**src/hdl/assert_macros.svh**
```systemverilog
// Assertion macros included by the encoder top-level RTL file
`ifndef ASSERT_MACROS_SVH
`define ASSERT_MACROS_SVH
`ifndef SYNTHESIS
`define ASSERT_CLK(label, clk, rst, prop, msg) \
  label: assert property (@(posedge clk) disable iff (rst) prop) else $error(msg);
`define ASSERT_NEXT(label, clk, rst, pre, post, msg) \
  label: assert property (@(posedge clk) disable iff (rst) (pre) |=> (post)) else $error(msg);
`else
`define ASSERT_CLK(label, clk, rst, prop, msg)
`define ASSERT_NEXT(label, clk, rst, pre, post, msg)
`endif
`endif

```
**src/hdl/ookrs_pkg.sv**
```systemverilog
// Package: frame constants, register indexes and shared types for the OOK encoder
`timescale 1ns / 1ps
package ookrs_pkg;

  localparam int unsigned ZONE_W    = 5;
  localparam int unsigned DEV_W     = 5;
  localparam int unsigned TICK_W    = 16;
  localparam int unsigned REPEAT_W  = 8;
  localparam int unsigned CHIP_W    = 7;
  localparam int unsigned CFG_IDX_W = 2;
  localparam int unsigned CFG_DAT_W = 16;

  localparam logic [CFG_IDX_W-1:0] REG_ZONE_KEY     = 2'd0;
  localparam logic [CFG_IDX_W-1:0] REG_PULSE_TICKS  = 2'd1;
  localparam logic [CFG_IDX_W-1:0] REG_REPEAT_COUNT = 2'd2;

  localparam logic [ZONE_W-1:0]   ZONE_KEY_RST     = 5'd3;
  localparam logic [TICK_W-1:0]   PULSE_TICKS_RST  = 16'd300;
  localparam logic [REPEAT_W-1:0] REPEAT_COUNT_RST = 8'd10;

  localparam logic [7:0] CHIP_ONE_BYTE  = 8'd136;
  localparam logic [7:0] CHIP_ZERO_BYTE = 8'd142;
  localparam logic [7:0] SYNC_BYTE      = 8'd128;
  localparam logic [7:0] PAD_BYTE       = 8'd0;

  localparam logic [CHIP_W-1:0] LAST_CHIP = 7'd127;

  typedef struct packed {
    logic [ZONE_W-1:0] zone_key;
    logic [DEV_W-1:0]  device;
    logic              on;
  } frame_info_t;

endpackage

```
**src/hdl/ook_remote_switch_encoder_unit.sv**
```systemverilog
// Top level: OOK remote-switch frame encoder with config registers and result register
//
//  channel | direction | handshake          | payload
//  in      | input     | in_valid/in_ready  | cmd, device_mask, switch_on
//  out     | output    | out_valid/out_ready| line_level, busy_res
//  cfg     | input     | cfg_we             | cfg_index, cfg_data
//
// One item per cycle while the output is not stalled: state update and chip lookup sit between the state
// registers and the result register, so an item's result is registered as the item is accepted.
// in_ready is high whenever the result register is empty or being taken.
// Synchronous reset clears the transmitter state and loads the register defaults.
// A stalled output holds its result and blocks new items only while full.
`timescale 1ns / 1ps
`include "assert_macros.svh"
module ook_remote_switch_encoder_unit
  import ookrs_pkg::*;
(
  input  logic                 clk,
  input  logic                 rst,
  input  logic                 in_valid,
  output logic                 in_ready,
  input  logic                 cmd,
  input  logic [DEV_W-1:0]     device_mask,
  input  logic                 switch_on,
  output logic                 out_valid,
  input  logic                 out_ready,
  output logic                 line_level,
  output logic                 busy_res,
  input  logic                 cfg_we,
  input  logic [CFG_IDX_W-1:0] cfg_index,
  input  logic [CFG_DAT_W-1:0] cfg_data
);

  logic [ZONE_W-1:0]   zone_key;
  logic [TICK_W-1:0]   pulse_ticks;
  logic [REPEAT_W-1:0] repeat_count;

  logic                active,        active_next;
  logic [DEV_W-1:0]    held_device,   held_device_next;
  logic                held_on,       held_on_next;
  logic [REPEAT_W-1:0] frames_left,   frames_left_next;
  logic [CHIP_W-1:0]   chip_position, chip_position_next;
  logic [TICK_W-1:0]   tick_count,    tick_count_next;

  logic                accept;
  logic [TICK_W:0]     tick_inc;
  logic [TICK_W:0]     period;
  frame_info_t         info_next;
  logic                level_next;

  assign in_ready = ~out_valid | out_ready;
  assign accept   = in_valid & in_ready;

  always_ff @(posedge clk) begin
    if (rst) begin
      zone_key     <= ZONE_KEY_RST;
      pulse_ticks  <= PULSE_TICKS_RST;
      repeat_count <= REPEAT_COUNT_RST;
    end else if (cfg_we) begin
      case (cfg_index)
        REG_ZONE_KEY:     zone_key     <= cfg_data[ZONE_W-1:0];
        REG_PULSE_TICKS:  pulse_ticks  <= cfg_data[TICK_W-1:0];
        REG_REPEAT_COUNT: repeat_count <= cfg_data[REPEAT_W-1:0];
        default: ;
      endcase
    end
  end

  // a zero pulse length counts as one tick
  assign period   = (pulse_ticks == '0) ? (TICK_W+1)'(1) : {1'b0, pulse_ticks};
  assign tick_inc = {1'b0, tick_count} + (TICK_W+1)'(1);

  always_comb begin
    active_next        = active;
    held_device_next   = held_device;
    held_on_next       = held_on;
    frames_left_next   = frames_left;
    chip_position_next = chip_position;
    tick_count_next    = tick_count;
    if (cmd) begin
      if (!active) begin
        active_next        = 1'b1;
        held_device_next   = device_mask;
        held_on_next       = switch_on;
        frames_left_next   = repeat_count;
        chip_position_next = '0;
        tick_count_next    = '0;
      end
    end else if (active) begin
      if (tick_inc >= period) begin
        tick_count_next = '0;
        if (chip_position == LAST_CHIP) begin
          chip_position_next = '0;
          // wrap into the next frame, or drop to idle after the last one
          if (frames_left == '0) begin
            active_next = 1'b0;
          end else begin
            frames_left_next = frames_left - REPEAT_W'(1);
          end
        end else begin
          chip_position_next = chip_position + CHIP_W'(1);
        end
      end else begin
        tick_count_next = tick_inc[TICK_W-1:0];
      end
    end
  end

  assign info_next.zone_key = zone_key;
  assign info_next.device   = held_device_next;
  assign info_next.on       = held_on_next;

  ookrs_chip_sel u_chip_sel (
    .info     (info_next),
    .active   (active_next),
    .chip_pos (chip_position_next),
    .level    (level_next)
  );

  always_ff @(posedge clk) begin
    if (rst) begin
      active        <= 1'b0;
      held_device   <= '0;
      held_on       <= 1'b0;
      frames_left   <= '0;
      chip_position <= '0;
      tick_count    <= '0;
    end else if (accept) begin
      active        <= active_next;
      held_device   <= held_device_next;
      held_on       <= held_on_next;
      frames_left   <= frames_left_next;
      chip_position <= chip_position_next;
      tick_count    <= tick_count_next;
    end
  end

  always_ff @(posedge clk) begin
    if (rst) begin
      out_valid <= 1'b0;
    end else if (accept) begin
      out_valid <= 1'b1;
    end else if (out_ready) begin
      out_valid <= 1'b0;
    end
  end

  always_ff @(posedge clk) begin
    if (accept) begin
      line_level <= level_next;
      busy_res   <= active_next;
    end
  end

  `ASSERT_CLK(a_idle_line_low, clk, rst, (out_valid && !busy_res) |-> !line_level, "line high while idle")
  `ASSERT_CLK(a_idle_counters_clear, clk, rst, !active |-> (tick_count == '0 && chip_position == '0), "counters not clear while idle")
  `ASSERT_CLK(a_repeat_at_wrap, clk, rst, (active && $past(active) && frames_left != $past(frames_left)) |-> chip_position == '0, "frame count moved mid-frame")
  `ASSERT_NEXT(a_accept_gives_result, clk, rst, accept, out_valid && busy_res == active, "accepted item lost or result out of step")

endmodule

```
**src/hdl/ookrs_chip_sel.sv**
```systemverilog
// Chip lookup: frame byte for a chip position and the selected bit, MSB first
`timescale 1ns / 1ps
module ookrs_chip_sel
  import ookrs_pkg::*;
(
  input  frame_info_t       info,
  input  logic              active,
  input  logic [CHIP_W-1:0] chip_pos,
  output logic              level
);

  logic [3:0] byte_idx;
  logic [2:0] bit_idx;
  logic [7:0] frame_byte;

  assign byte_idx = chip_pos[6:3];
  assign bit_idx  = 3'd7 - chip_pos[2:0];

  always_comb begin
    case (byte_idx)
      4'd0, 4'd1, 4'd2, 4'd3, 4'd4: begin
        frame_byte = info.zone_key[byte_idx[2:0]] ? CHIP_ONE_BYTE : CHIP_ZERO_BYTE;
      end
      4'd5, 4'd6, 4'd7, 4'd8, 4'd9: begin
        frame_byte = info.device[3'(byte_idx - 4'd5)] ? CHIP_ONE_BYTE : CHIP_ZERO_BYTE;
      end
      4'd10: frame_byte = info.on ? CHIP_ONE_BYTE : CHIP_ZERO_BYTE;
      4'd11: frame_byte = info.on ? CHIP_ZERO_BYTE : CHIP_ONE_BYTE;
      4'd12: frame_byte = SYNC_BYTE;
      default: frame_byte = PAD_BYTE;
    endcase
  end

  // idle line stays low
  assign level = active & frame_byte[bit_idx];

endmodule

```
**config.mk**
```make
export PLATFORM = sky130hd
export DESIGN_NAME = ook_remote_switch_encoder_unit
export DESIGN_NICKNAME = d
export VERILOG_FILES = /design/src/hdl/ookrs_pkg.sv /design/src/hdl/ook_remote_switch_encoder_unit.sv /design/src/hdl/ookrs_chip_sel.sv
export VERILOG_INCLUDE_DIRS = /design/src /design/src/hdl
export SDC_FILE = /design/constraint.sdc
export NUM_CORES = 1
export LEC_CHECK = 0
export BUFFER_PORTS_ARGS = -buffer_cell sky130_fd_sc_hd__buf_2
export CAP_MARGIN = 20
export CORE_MARGIN = 2
export CORE_UTILIZATION = 47
export DETAILED_ROUTE_END_ITERATION = 16
export MAX_ROUTING_LAYER = met4
export PLACE_DENSITY = 0.73
export RECOVER_POWER = 100
export SETUP_SLACK_MARGIN = 0.5
export SLEW_MARGIN = 20
export SYNTH_ARGS = -nofsm -noshare
export SYNTH_HDL_FRONTEND = slang
export SYNTH_HIERARCHICAL = 1
export SYNTH_SLANG_ARGS = --single-unit
```
**constraint.sdc**
```tcl
create_clock -name clk -period 6.5 [get_ports clk]
set_input_delay 0.325 -clock clk [delete_from_list [all_inputs] [get_ports clk]]
set_output_delay 0.325 -clock clk [all_outputs]
set_load 0.05 [all_outputs]
```
Word-level counts from Yosys, hierarchy flattened
Index checks and enable logic that the tools add are counted.
- input bits: 30
- ROM bits: 0
- latch bits: 0
- output and inout port bits: 4
- RAM bits: 0
- memories: 0
- word-level logic and storage cells: 95
- register bits after elaboration: 70
- bitwise operators: 4
- magnitude comparators: 4
- reduce and logical (&&, ||, !) cells: 15
- divide/modulo/power cells: 0
- $mul: 0
- muxes and demuxes: 38
- equality and inequality tests: 17
- $add $sub $neg: 5
- shifts and indexed selects: 0
- operators with widths (kind ; count):
    $mux 16 ; 5
    $mux 8 ; 6
    $pmux 8 s5 ; 1
    $mux 7 ; 5
    $eq 4x4->1 const B ; 5
    $add 16x1->17 const B ; 1
    $ge 17x16->1 ; 1
    $eq 4x3->1 const B ; 4
    $logic_not 16->1 ; 1
    $lt 3x4->1 const B ; 3
    $mux 1 ; 12
    $mux 3 ; 4
    $mux 5 ; 2
    $reduce_or 5->1 ; 2
    $bmux 1 s3 ; 3
    $eq 4x2->1 const B ; 2
    $logic_not 8->1 ; 1
    $reduce_bool 2->1 ; 4
    $sub 8x1->8 const B ; 1
    $add 7x1->7 const B ; 1
    $eq 7x7->1 const B ; 1
    $reduce_and 2->1 ; 3
    $reduce_and 6->1 ; 1
    $eq 4x1->1 const B ; 1
    other kinds (11) ; 13

Logic depth before layout (Yosys ltp)
Gate-level depths: netlist of the first run.
- depth after elaboration: 14
- mapped depth: 20
- mapped depth without buffers: 17

Modules after synthesis
The synthesis of the first run kept the hierarchy.
- modules (own cells, without submodules) (module ; instances ; seq. area each (um2) ; cells each ; area an instance (um2)):
    ook_remote_switch_encoder_unit ; 1 ; 1421.4 ; 524 ; 4125.2
    ookrs_chip_sel ; 1 ; 0.0 ; 37 ; 295.3

Least setup slack after synthesis of the first run
No wires, ideal clock.
- path kind: register to register
- start point: reg tick_count[2]
- end point: reg line_level, data pin
- slack: 1.938 ns
- data required time: 6.333 ns
- clock period less this slack: 4.562 ns
- cell stages (with the launch flop): 20
- path buffers: 3
- arrival: 4.395 ns
- cell sequence: dfxtp_1 buf_2 and3_1 clkbuf_1 nand4_1 nor3_1 xor2_1 ha_1 and3_1 a221o_1 a211oi_2 buf_2 o311ai_1 o21ai_1 inv_1 ha_1 mux4_2 nor3b_2 o221ai_1 a211oi_1
- longest elaborated chain between the ends: 13
- elaborated cells on any way between the ends: 35
- those cells by class: 3 x add/sub; 1 x order compare; 12 x eq/ne; 15 x mux; 1 x bitwise; 3 x reduce/logical
- ends and longest elaborated chain (element ; RTL line ; text):
    start: declaration ; ook_remote_switch_encoder_unit.sv:43 ; logic [TICK_W-1:0] tick_count, tick_count_next;
    start signal: assignment ; ook_remote_switch_encoder_unit.sv:134 ; tick_count <= tick_count_next;
    $add 16x1->17 (*) ; ook_remote_switch_encoder_unit.sv:71 ; assign tick_inc = {1'b0, tick_count} + (TICK_W+1)'(1);
    $ge 17x16->1 (*) ; ook_remote_switch_encoder_unit.sv:90 ; if (tick_inc >= period) begin
    $mux 7 (*) ; ook_remote_switch_encoder_unit.sv:90 ;
    $mux 7 (*) ; ook_remote_switch_encoder_unit.sv:89 ; end else if (active) begin
    $mux 7 (*) ; ook_remote_switch_encoder_unit.sv:80 ; if (cmd) begin
    net chip_position_next[3] ; ook_remote_switch_encoder_unit.sv:42 ; logic [CHIP_W-1:0] chip_position, chip_position_next;
    $sub 3x3->3 ; ookrs_chip_sel.sv:25 ; frame_byte = info.device[3'(byte_idx - 4'd5)] ? CHIP_ONE_BYTE : CHIP_ZERO_BYTE;
    $bmux 1 s3 ; ookrs_chip_sel.sv:25 ;
    $mux 1 (not written as such) ; ookrs_chip_sel.sv:25 ;
    $mux 3 ; ookrs_chip_sel.sv:25 ;
    $pmux 8 s5 (*) ; ookrs_chip_sel.sv:20 ; case (byte_idx)
    $bmux 1 s3 (*) ; ookrs_chip_sel.sv:35 ; assign level = active & frame_byte[bit_idx];
    $mux 1 (not written as such) (*) ; ookrs_chip_sel.sv:35 ;
    $and 1x1->1 (*) ; ookrs_chip_sel.sv:35 ;
    net level_next ; ook_remote_switch_encoder_unit.sv:49 ; logic level_next;
    end signal: assignment ; ook_remote_switch_encoder_unit.sv:150 ; line_level <= level_next;
    end: declaration ; ook_remote_switch_encoder_unit.sv:27 ; output logic line_level,
The timed path passes the listed nets; every way through them passes the cells marked *. The select of a mux whose other input is x is not followed.
A chain may end at the register's enable or synchronous reset.

Worst setup path after layout of the first run
Same ends and word-level chain as after synthesis.

==> flow_metrics.env, run 1 <==
export IMPL_dp_hpwl_um=7870
export IMPL_setup_viol=0
export IMPL_synthesis_area_mm2=0.00442
export IMPL_routedWlPerCell_um=16.1
export IMPL_crit_buf_inv=1
export IMPL_clock_sinks=70
export IMPL_leakage_nw=1.86
export IMPL_num_io_pins=34
export IMPL_hold_path_class="in -> reg"
export IMPL_final_layout_size_suffix_gt1_share_pct=10.6
export IMPL_rows=35
export IMPL_critPathArrivalTime_ns=5.65
export IMPL_p_per_area_mw_per_mm2=191
export IMPL_cts_resized_gates=0
export IMPL_end_kind="register"
export IMPL_yosys_top_cells_count="71 x nand2_1, 68 x dfxtp_1, 49 x nor2_1"
export IMPL_drtAntennaViolNets=0
export IMPL_failed_checks="max-capacitance violations, max-slew violations"
export IMPL_fmax_mhz=183
export IMPL_ys_ff_latch=70
export IMPL_setup_tns_ns=0
export IMPL_path_clk_slew_ns=0.09
export IMPL_required_ns=6.70
export IMPL_dr_first_iter_drc_count=275
export IMPL_yosysSeqAreaShare_pct=32.2
export IMPL_syn_instance_count=561
export IMPL_crit_slowest_cell="o21ai_0"
export IMPL_cts_tree="built"
export IMPL_post_synth_top_count_cell="nand2_1"
export IMPL_critPathMaxFanout=20
export IMPL_grt_overflow=0
export IMPL_drv_slew=77
export IMPL_vias_per_cell=6.08
export IMPL_cts_buffers=9
export IMPL_fin_total_pwr_mw=0.909
export IMPL_critPathLaunch="tick_count[2]"
export IMPL_maxCapViolCount=2
export IMPL_synthTopCellsByArea="dfxtp_1 31%, ha_1 6.8%, nand2_1 6.0%"
export IMPL_fin_skew_ns=0.0136
export IMPL_period_share_pct=83.8
export IMPL_start_util_pct=48.1
export IMPL_antenna_found_initial=0
export IMPL_synth_edf_count=2
export IMPL_reg2regPathDepth=16
export IMPL_cp_slowest_stage_delay_ns=0.72
export IMPL_grt_pass1_vias=3985
export IMPL_worstMarginPinSlew_ns=3.01
export IMPL_start_kind="register"
export IMPL_rsz0062_at_grt="false"
export IMPL_crit_cells=16
export IMPL_clockBufferDepth=2
export IMPL_synth_main_ff_cell="dfxtp_1"
export IMPL_hold_slack_ns=0.188
export IMPL_diodes=0
export IMPL_dieWidth_um=101
export IMPL_synth_largest_area_cell="dfxtp_1"
export IMPL_ff2ff_setup_slack_ns=1.05
export IMPL_worstReg2RegEnd="line_level"
export IMPL_ys_types=67
export IMPL_cts_root_buf="clkbuf_8"
export IMPL_synth_top_area_share_pct=30.8
export IMPL_grt_pass1_wl_um=18600
export IMPL_min_period_ns=5.45
export IMPL_worstSetupPathType="reg -> reg"
export IMPL_clk_latency_ns=0.36
export IMPL_die_h_um=101
export IMPL_vias=4192
export IMPL_critical_path_top_delay_family="compound AO/OA/AOI/OAI gates"
export IMPL_nets=627
export IMPL_syn_to_final_growth_pct=7.61
export IMPL_crit_chain="and3_1 -> nand4_1 -> xnor2_1 -> ha_1 -> nand4_1 -> o41ai_1 -> a221o_1 -> a211o_1 -> a31oi_1 -> o21ai_0 -> inv_1 -> ha_1 -> mux4_2 -> nor3b_2 -> o221ai_1 -> a211oi_1"
export IMPL_worstReg2RegStart="tick_count[2]"
export IMPL_htree_levels=3
export IMPL_first_pass_iters=5
export IMPL_final_hold_viol_count=0
export IMPL_drc=0
export IMPL_synthArstFlopShare_pct=0
export IMPL_ctsHoldBuffers=0
export IMPL_die_area_mm2=0.0102
export IMPL_portBuffers=33
export IMPL_synth_net_count=615
export IMPL_wirelength_um=11100
export IMPL_outcome="finished, violations left"
export IMPL_crit_end="line_level"
export IMPL_track_usage_pct=23.2
export IMPL_yosysWarnings=6
export IMPL_post_cts_setup_buffers=0
export IMPL_grt_max_degree=67
export IMPL_ir_worst_vdd_v=0.000135
export IMPL_globalplace_congestion=0.939
export IMPL_post_synth_cell_area_avg_um2=7.88
export IMPL_slew_headroom_pct=-100
export IMPL_core_area_mm2=0.00920
## metal layers
metal	track usage, %	vias up	wire [um]
li1	-	2065	-
met4	8.52	0	193
met3	3.81	20	562
met1	28.3	1950	4980
met2	38.7	157	5340
met5	-	-	0
## logic make-up after synthesis
kind of cell / Yosys count / synth area share (%)
simple gates: 238 / 27.1
compound gates: 123 / 18.8
flops: 70 / 32.2
buf+inv: 68 / 6.11
fa+ha+maj: 24 / 6.79
mux: 23 / 6.03
xor+xnor: 15 / 2.97
## worst min-delay path by stage
stage	from	to	cells past startpoint
after floorplan	zone_key[1]	zone_key[1]	2
after CTS	cfg_data[15]	pulse_ticks[15]	3
final	cfg_data[15]	pulse_ticks[15]	3
after detailed placement	tick_count[14]	tick_count[14]	2
after global routing	cfg_data[10]	pulse_ticks[10]	3
after global placement	tick_count[14]	tick_count[14]	2
## power breakdown
group | switching [mW] | internal [mW] | total, mW
Combinational | 0.0686 | 0.0349 | 0.104
Clock | 0.200 | 0.151 | 0.351
Sequential | 0.0110 | 0.443 | 0.454
## final cells by class
type	count	area, um2
fillers	900	4440
multi-input cells	423	2710
flip-flops and latches	70	1420
repair buffers	36	171
well taps	111	139
clock buffers	9	124
inverters	33	124
clock inverters	7	72.6
## state kept, by name, summed over array words and instances (netlist names)
register,cells
zone_key,5
tick_count,16
held_on,1
busy_res,1
active,1
line_level,1
held_device,5
frames_left,8
chip_position,7
repeat_count,8
pulse_ticks,16
out_valid,1
## worst min-delay path: stages
cell and delay (ns):
buf_2 0.09, nand2_1 0.04, a21oi_1 0.05
## through the flow
step | instances | area (um2) | setup WS, ns | utilization (%)
6_report | 689 | 4760 | 1.05 | 51.7
3_3_place_gp | 672 | 4590 | 1.51 | 49.9
3_5_place_dp | 673 | 4600 | 1.30 | 50.0
5_1_grt | 689 | 4760 | 0.442 | 51.7
2_1_floorplan | 561 | 4420 | 1.94 | -
4_1_cts | 689 | 4800 | 1.24 | 52.2
## cells in the final DEF, fill, tap and decap left out, drive strengths merged, types with 4 or more instances in the layout
master / count
nor2: 51
nor4b: 5
o21ai: 17
buf: 29
a21oi: 40
xor2: 5
o211ai: 11
o311ai: 7
clkbuf: 16
xnor2: 10
nor3: 22
mux2i: 15
nand4: 11
nor4: 7
a211oi: 4
nand2: 71
nor2b: 5
ha: 24
o31ai: 5
and4: 5
mux2: 6
and3: 10
nand3: 35
dfxtp: 68
a31oi: 14
inv: 36
nor3b: 4
No activity file was read; power rests on OpenSTA's default activity.
==> run 2: changes to the inputs <==
==> constraint.sdc (replaced) <==
create_clock -name clk -period 5.05 [get_ports clk]
set_input_delay 0.2525 -clock clk [delete_from_list [all_inputs] [get_ports clk]]
set_output_delay 0.2525 -clock clk [all_outputs]
set_load 0.05 [all_outputs]
==> run 2 against run 1 <==
Effect of this change:
- the run still ends with max-capacitance violations, max-slew violations left
- setup slack worse by 0.50 ns
- largest cell class unchanged
- non-clock buffer count increased by 9
- largest power group unchanged
- critical path type unchanged
- flip-flop and latch count did not move
- combinational power up 31%
==> flow_metrics.env, run 2 (synthesized netlist as in run 1, its figures left out) <==
export IMPL_outcome="finished, violations left"
export IMPL_failed_checks="max-capacitance violations, max-slew violations"
export IMPL_hold_slack_ns=0.123
export IMPL_routedWlPerCell_um=16.5
export IMPL_crit_slowest_cell="dfxtp_1"
export IMPL_worstSetupPathType="reg -> reg"
export IMPL_die_area_mm2=0.0102
export IMPL_final_hold_viol_count=0
export IMPL_globalplace_congestion=0.989
export IMPL_grt_max_degree=35
export IMPL_rows=35
export IMPL_p_per_area_mw_per_mm2=235
export IMPL_fin_area_mm2=0.00488
export IMPL_worstMarginPinSlew_ns=1.55
export IMPL_dieWidth_um=101
export IMPL_cts_root_buf="clkbuf_8"
export IMPL_first_pass_iters=5
export IMPL_p_switching_mw=0.347
export IMPL_core_area_mm2=0.00920
export IMPL_critPathArrivalTime_ns=4.70
export IMPL_clockBufferDepth=2
export IMPL_critPathMaxFanout=5
export IMPL_grt_pass1_vias=3855
export IMPL_fin_skew_ns=0.0117
export IMPL_largest_registers="pulse_ticks (16), tick_count (16)"
export IMPL_fillers=885
export IMPL_rsz0062_at_grt="false"
export IMPL_track_usage_pct=23.1
export IMPL_vias=4248
export IMPL_dpl_cell_area_mm2=0.00464
export IMPL_grt_pass1_wl_um=18500
export IMPL_path_clk_slew_ns=0.09
export IMPL_crit_chain="and4_1 -> and4_1 -> nand3_1 -> xnor2_1 -> ha_1 -> a21oi_1 -> o21ai_0 -> a221o_1 -> a211o_1 -> nand3_1 -> mux2i_1 -> inv_1 -> ha_1 -> mux4_2 -> nor3b_2 -> o221ai_1 -> a211oi_1"
export IMPL_required_ns=5.25
export IMPL_vias_per_cell=6.09
export IMPL_power_frac_comb_pct=11.9
export IMPL_grt_overflow=0
export IMPL_final_cell_mix="71 x nand2_1, 63 x dfxtp_1, 50 x nor2_1"
export IMPL_dp_hpwl_um=8030
export IMPL_finalNonFillerCells=698
export IMPL_numPlacedInstances=678
export IMPL_drc=0
export IMPL_cp_slowest_stage_delay_ns=0.46
export IMPL_cell_internal_pwr_mw=0.800
export IMPL_final_common_cell="nand2_1"
export IMPL_fin_util_pct=53.1
export IMPL_portBuffers=33
export IMPL_slew_headroom_pct=-3.16
export IMPL_setup_viol=0
export IMPL_min_period_ns=4.50
export IMPL_crit_buf_inv=1
export IMPL_hold_path_class="in -> reg"
export IMPL_fin_ws_ns=0.548
export IMPL_p_sw_share_pct=30.3
export IMPL_start_kind="register"
export IMPL_wirelength_um=11500
export IMPL_dr_first_iter_drc_count=321
export IMPL_htree_levels=3
export IMPL_diodes=0
export IMPL_p_clk_share_pct=37.2
export IMPL_p_seq_share_pct=51.0
export IMPL_ir_worst_vdd_v=0.000174
export IMPL_antenna_found_initial=0
export IMPL_die_h_um=101
export IMPL_maxCapViolCount=1
export IMPL_drv_slew=35
export IMPL_cts_buffers=9
export IMPL_fin_total_pwr_mw=1.15
export IMPL_period_share_pct=89.2
export IMPL_clock_sinks=70
export IMPL_end_kind="register"
export IMPL_place_ws_ns=0.432
export IMPL_nets=636
export IMPL_cts_tree="built"
export IMPL_syn_to_final_growth_pct=10.4
export IMPL_num_io_pins=34
export IMPL_drtAntennaViolNets=0
export IMPL_start_util_pct=48.1
export IMPL_clk_latency_ns=0.36
export IMPL_fmax_mhz=222
export IMPL_final_layout_size_suffix_gt1_share_pct=13.8
export IMPL_critical_path_top_delay_family="compound AO/OA/AOI/OAI gates"
export IMPL_leakage_nw=1.92
export IMPL_setup_tns_ns=0
-- run 2: cell types whose count changed in the layout (fill, tap and decap cells not counted), sizes merged --
cell / delta
clkinvlp: -1
clkbuf: +3
clkinv: +1
buf: +6
-- run 2: cell type report --
class	instances	area, um2	area share (%)
Multi-Input combinational cell	423	2780	56.9
Sequential cell	70	1430	29.3
Timing Repair Buffer	45	236	4.84
Tap cell	111	139	2.84
Clock buffer	9	124	2.54
Inverter	33	124	2.54
Clock inverter	7	51.3	1.05
-- run 2: final timing paths --
path	from	end	slack, ns	cells past startpoint
worst max-delay path	tick_count[4]	line_level	0.55	17
worst min-delay path	cfg_data[14]	pulse_ticks[14]	0.12	3
worst max register to register	tick_count[4]	line_level	0.55	17
worst min register to register	zone_key[1]	zone_key[1]	0.48	2
-- run 2: timing repair --
| action | CTS | global route |
|---|---|---|
| setup buffers | 1 | 3 |
| gates resized for setup | 1 | 17 |
| hold buffers | 0 | 0 |
| endpoints found under the setup margin | 1 | 1 |
| pin swaps | 1 | 3 |
-- run 2: per-layer routing --
layer  wire (um)  GRT usage [%]
met1        5230           29.8
met2        5540           36.6
met3         592           4.51
met4         144           7.48
met5           0              -
-- run 2: power by group through the flow --
stage          registers, mW  clock network (mW)  logic [mW]
2_1_floorplan          0.597                   0      0.0953
3_3_place_gp           0.597                   0       0.133
3_5_place_dp           0.598                   0       0.136
4_1_cts                0.585               0.437       0.136
5_1_grt                0.587               0.456       0.151
6_report               0.585               0.427       0.136
-- run 2: worst min-delay path: stages --
cell	delay, ns
buf_2	0.09
nand2_1	0.05
a21oi_1	0.05
==> run 3: changes to the inputs <==
--- a/config.mk
+++ b/config.mk
@@ -6,8 +6,10 @@
 export SDC_FILE = /design/constraint.sdc
 export NUM_CORES = 1
 export LEC_CHECK = 0
+export ABC_AREA = 1
 export BUFFER_PORTS_ARGS = -buffer_cell sky130_fd_sc_hd__buf_2
 export CAP_MARGIN = 20
+export CORE_ASPECT_RATIO = 1.25
 export CORE_MARGIN = 2
 export CORE_UTILIZATION = 47
 export DETAILED_ROUTE_END_ITERATION = 16
==> run 3 against run 2 <==
Effect of this change:
- the flow still finishes with violations (max-capacitance violations, max-slew violations)
- highest routed layer unchanged
- worst hold slack improved by 0.0079 ns
- flip-flop and latch count is the same
- first-iteration DRC count down 21%
- non-clock buffer count fell by 11
==> flow_metrics.env, run 3 <==
export IMPL_outcome="finished, violations left"
export IMPL_failed_checks="max-capacitance violations, max-slew violations"
export IMPL_grt_pass1_wl_um=17600
export IMPL_hold_path_class="in -> reg"
export IMPL_drc=0
export IMPL_multi_input_area_mm2=0.00245
export IMPL_worst_path_most_repeated_cell="nand2_1"
export IMPL_grt_pass1_vias=3949
export IMPL_required_ns=5.14
export IMPL_path_clk_slew_ns=0.06
export IMPL_grt_overflow=0
export IMPL_end_kind="register"
export IMPL_worstSetupPathType="reg -> reg"
export IMPL_p_per_area_mw_per_mm2=314
export IMPL_ir_worst_vdd_v=0.000157
export IMPL_fillers=877
export IMPL_setup_viol=0
export IMPL_largest_registers="pulse_ticks (16), tick_count (16)"
export IMPL_synthArstFlopShare_pct=0
export IMPL_cts_buffers=9
export IMPL_fmax_mhz=231
export IMPL_die_h_um=111
export IMPL_core_area_mm2=0.00903
export IMPL_clock_sinks=70
export IMPL_clk_latency_ns=0.34
export IMPL_vias=4087
export IMPL_p_seq_share_pct=39.1
export IMPL_diodes=0
export IMPL_p_clk_share_pct=48.1
export IMPL_worstMarginPinSlew_ns=1.79
export IMPL_critical_path_top_delay_family="simple AND/OR/NAND/NOR gates"
export IMPL_ys_types=40
export IMPL_cts_tree="built"
export IMPL_maxCapViolCount=1
export IMPL_wirelength_um=10300
export IMPL_vias_per_cell=5.23
export IMPL_setup_tns_ns=0
export IMPL_cell_internal_pwr_mw=1.14
export IMPL_crit_buf_inv=1
export IMPL_drtAntennaViolNets=0
export IMPL_critPathLaunch="tick_count[0]"
export IMPL_synthTopCellsByArea="dfxtp_1 31%, nand2_1 13%, inv_1 7.0%"
export IMPL_critPathArrivalTime_ns=4.41
export IMPL_crit_slowest_cell="dfxtp_1"
export IMPL_dp_hpwl_um=7460
export IMPL_cp_slowest_stage_delay_ns=0.39
export IMPL_dr_first_iter_drc_count=252
export IMPL_synthesis_area_mm2=0.00432
export IMPL_fin_skew_ns=0.00661
export IMPL_hp_start="cfg_data[8]"
export IMPL_hold_slack_ns=0.131
export IMPL_min_period_ns=4.32
export IMPL_cts_root_buf="clkbuf_16"
export IMPL_yosys_top_cells_count="144 x nand2_1, 81 x inv_1, 68 x dfxtp_1"
export IMPL_final_layout_size_suffix_gt1_share_pct=12.0
export IMPL_yosysSeqAreaShare_pct=32.9
export IMPL_ctsHoldBuffers=0
export IMPL_final_cell_mix="145 x nand2_1, 84 x inv_1, 68 x dfxtp_1"
export IMPL_nets=707
export IMPL_rows=39
export IMPL_routedWlPerCell_um=13.2
export IMPL_syn_to_final_growth_pct=12.9
export IMPL_start_util_pct=47.9
export IMPL_final_common_cell="nand2_1"
export IMPL_drv_slew=36
export IMPL_antenna_found_initial=0
export IMPL_portBuffers=33
export IMPL_globalplace_congestion=0.916
export IMPL_regArea_mm2=0.00142
export IMPL_num_io_pins=34
export IMPL_post_cts_setup_buffers=0
export IMPL_final_hold_viol_count=0
export IMPL_critPathMaxFanout=8
export IMPL_synth_top_area_share_pct=31.5
export IMPL_start_kind="register"
export IMPL_p_sw_share_pct=25.5
export IMPL_track_usage_pct=22.3
export IMPL_p_switching_mw=0.390
export IMPL_synth_main_ff_cell="dfxtp_1"
export IMPL_rsz0062_at_grt="false"
export IMPL_yosysWarnings=6
export IMPL_fin_total_pwr_mw=1.53
export IMPL_grt_max_degree=36
export IMPL_period_share_pct=85.6
export IMPL_cts_resized_gates=0
export IMPL_numPlacedInstances=765
export IMPL_leakage_nw=2.28
export IMPL_ys_ff_latch=70
export IMPL_synth_net_count=681
export IMPL_synth_edf_count=2
export IMPL_first_pass_iters=5
export IMPL_post_synth_top_count_cell="nand2_1"
export IMPL_dieWidth_um=89.8
export IMPL_power_frac_comb_pct=12.8
export IMPL_synth_largest_area_cell="dfxtp_1"
export IMPL_worstReg2RegStart="tick_count[0]"
export IMPL_slew_headroom_pct=-19.1
export IMPL_finalNonFillerCells=781
export IMPL_post_synth_cell_area_avg_um2=6.89
export IMPL_clockBufferDepth=2
export IMPL_die_area_mm2=0.00998
export IMPL_htree_levels=3
export IMPL_syn_instance_count=627
## run 3: changes by cell type after synthesis, moves of 16 or more
cell	before	now
nand2_1	71	144
inv_1	31	81
nor3_1	22	4
nand3_1	35	52
o21ai_0	15	32
a21oi_1	40	56
## run 3: routing by layer
| layer | GRT usage, % | vias to the layer above | routed length [um] |
|---|---|---|---|
| li1 | - | 2088 | - |
| met1 | 23.9 | 1882 | 4370 |
| met2 | 39.2 | 90 | 5200 |
| met3 | 3.94 | 27 | 384 |
| met4 | 11.4 | 0 | 361 |
| met5 | - | - | 0 |
## run 3: path summary, 6_finish.rpt
path / to / slack (ns) / cells after the start
setup / recovery: line_level / 0.73 / 28
hold reg to reg: repeat_count[7] / 0.45 / 2
setup reg to reg: line_level / 0.73 / 28
hold / removal: pulse_ticks[8] / 0.13 / 3
## run 3: final cells by class
cell class | instances | share of cell area (%)
sequential | 70 | 29.1
clock buffer | 11 | 4.98
inverter | 92 | 7.10
tap | 123 | 3.15
multi-input combinational | 446 | 50.2
timing repair buffer | 34 | 3.31
clock inverter | 5 | 2.15
## run 3: worst min-delay path: cells and delay by family
family,cells,cell delay (ns)
buf+inv,1,0.07
simple gates,1,0.04
compound gates,1,0.06
## run 3: power groups by stage
stage                     registers, mW  clock network, mW  logic, mW
after floorplan                   0.611                  0      0.143
after global placement            0.609                  0      0.193
after detailed placement          0.610                  0      0.197
after CTS                         0.599              0.746      0.199
after global routing              0.602              0.767      0.223
final                             0.599              0.736      0.196
## run 3: per-stage QoR
stage                     worst slack, ns  utilization [%]  area, um2
after global routing                0.301             54.0       4880
final                               0.727             54.0       4880
after floorplan                      1.42                -       4320
after global placement               1.12             50.5       4560
after detailed placement            0.963             50.5       4560
after CTS                           0.941             54.4       4910
## run 3: kinds of logic (layout without fill, tap and decap cells)
group                      after synthesis  after routing  share of synthesized area (%)
DFF                                     70             70                           32.9
and+or+nand+nor                        282            282                           30.8
xor gates and xnor gates                19             19                           3.85
adders and majority gates               24             24                           6.95
buffers and inverters                  111            142                           10.0
muxes                                    1              1                          0.232
AOI/OAI and AO/OA                      120            120                           15.2
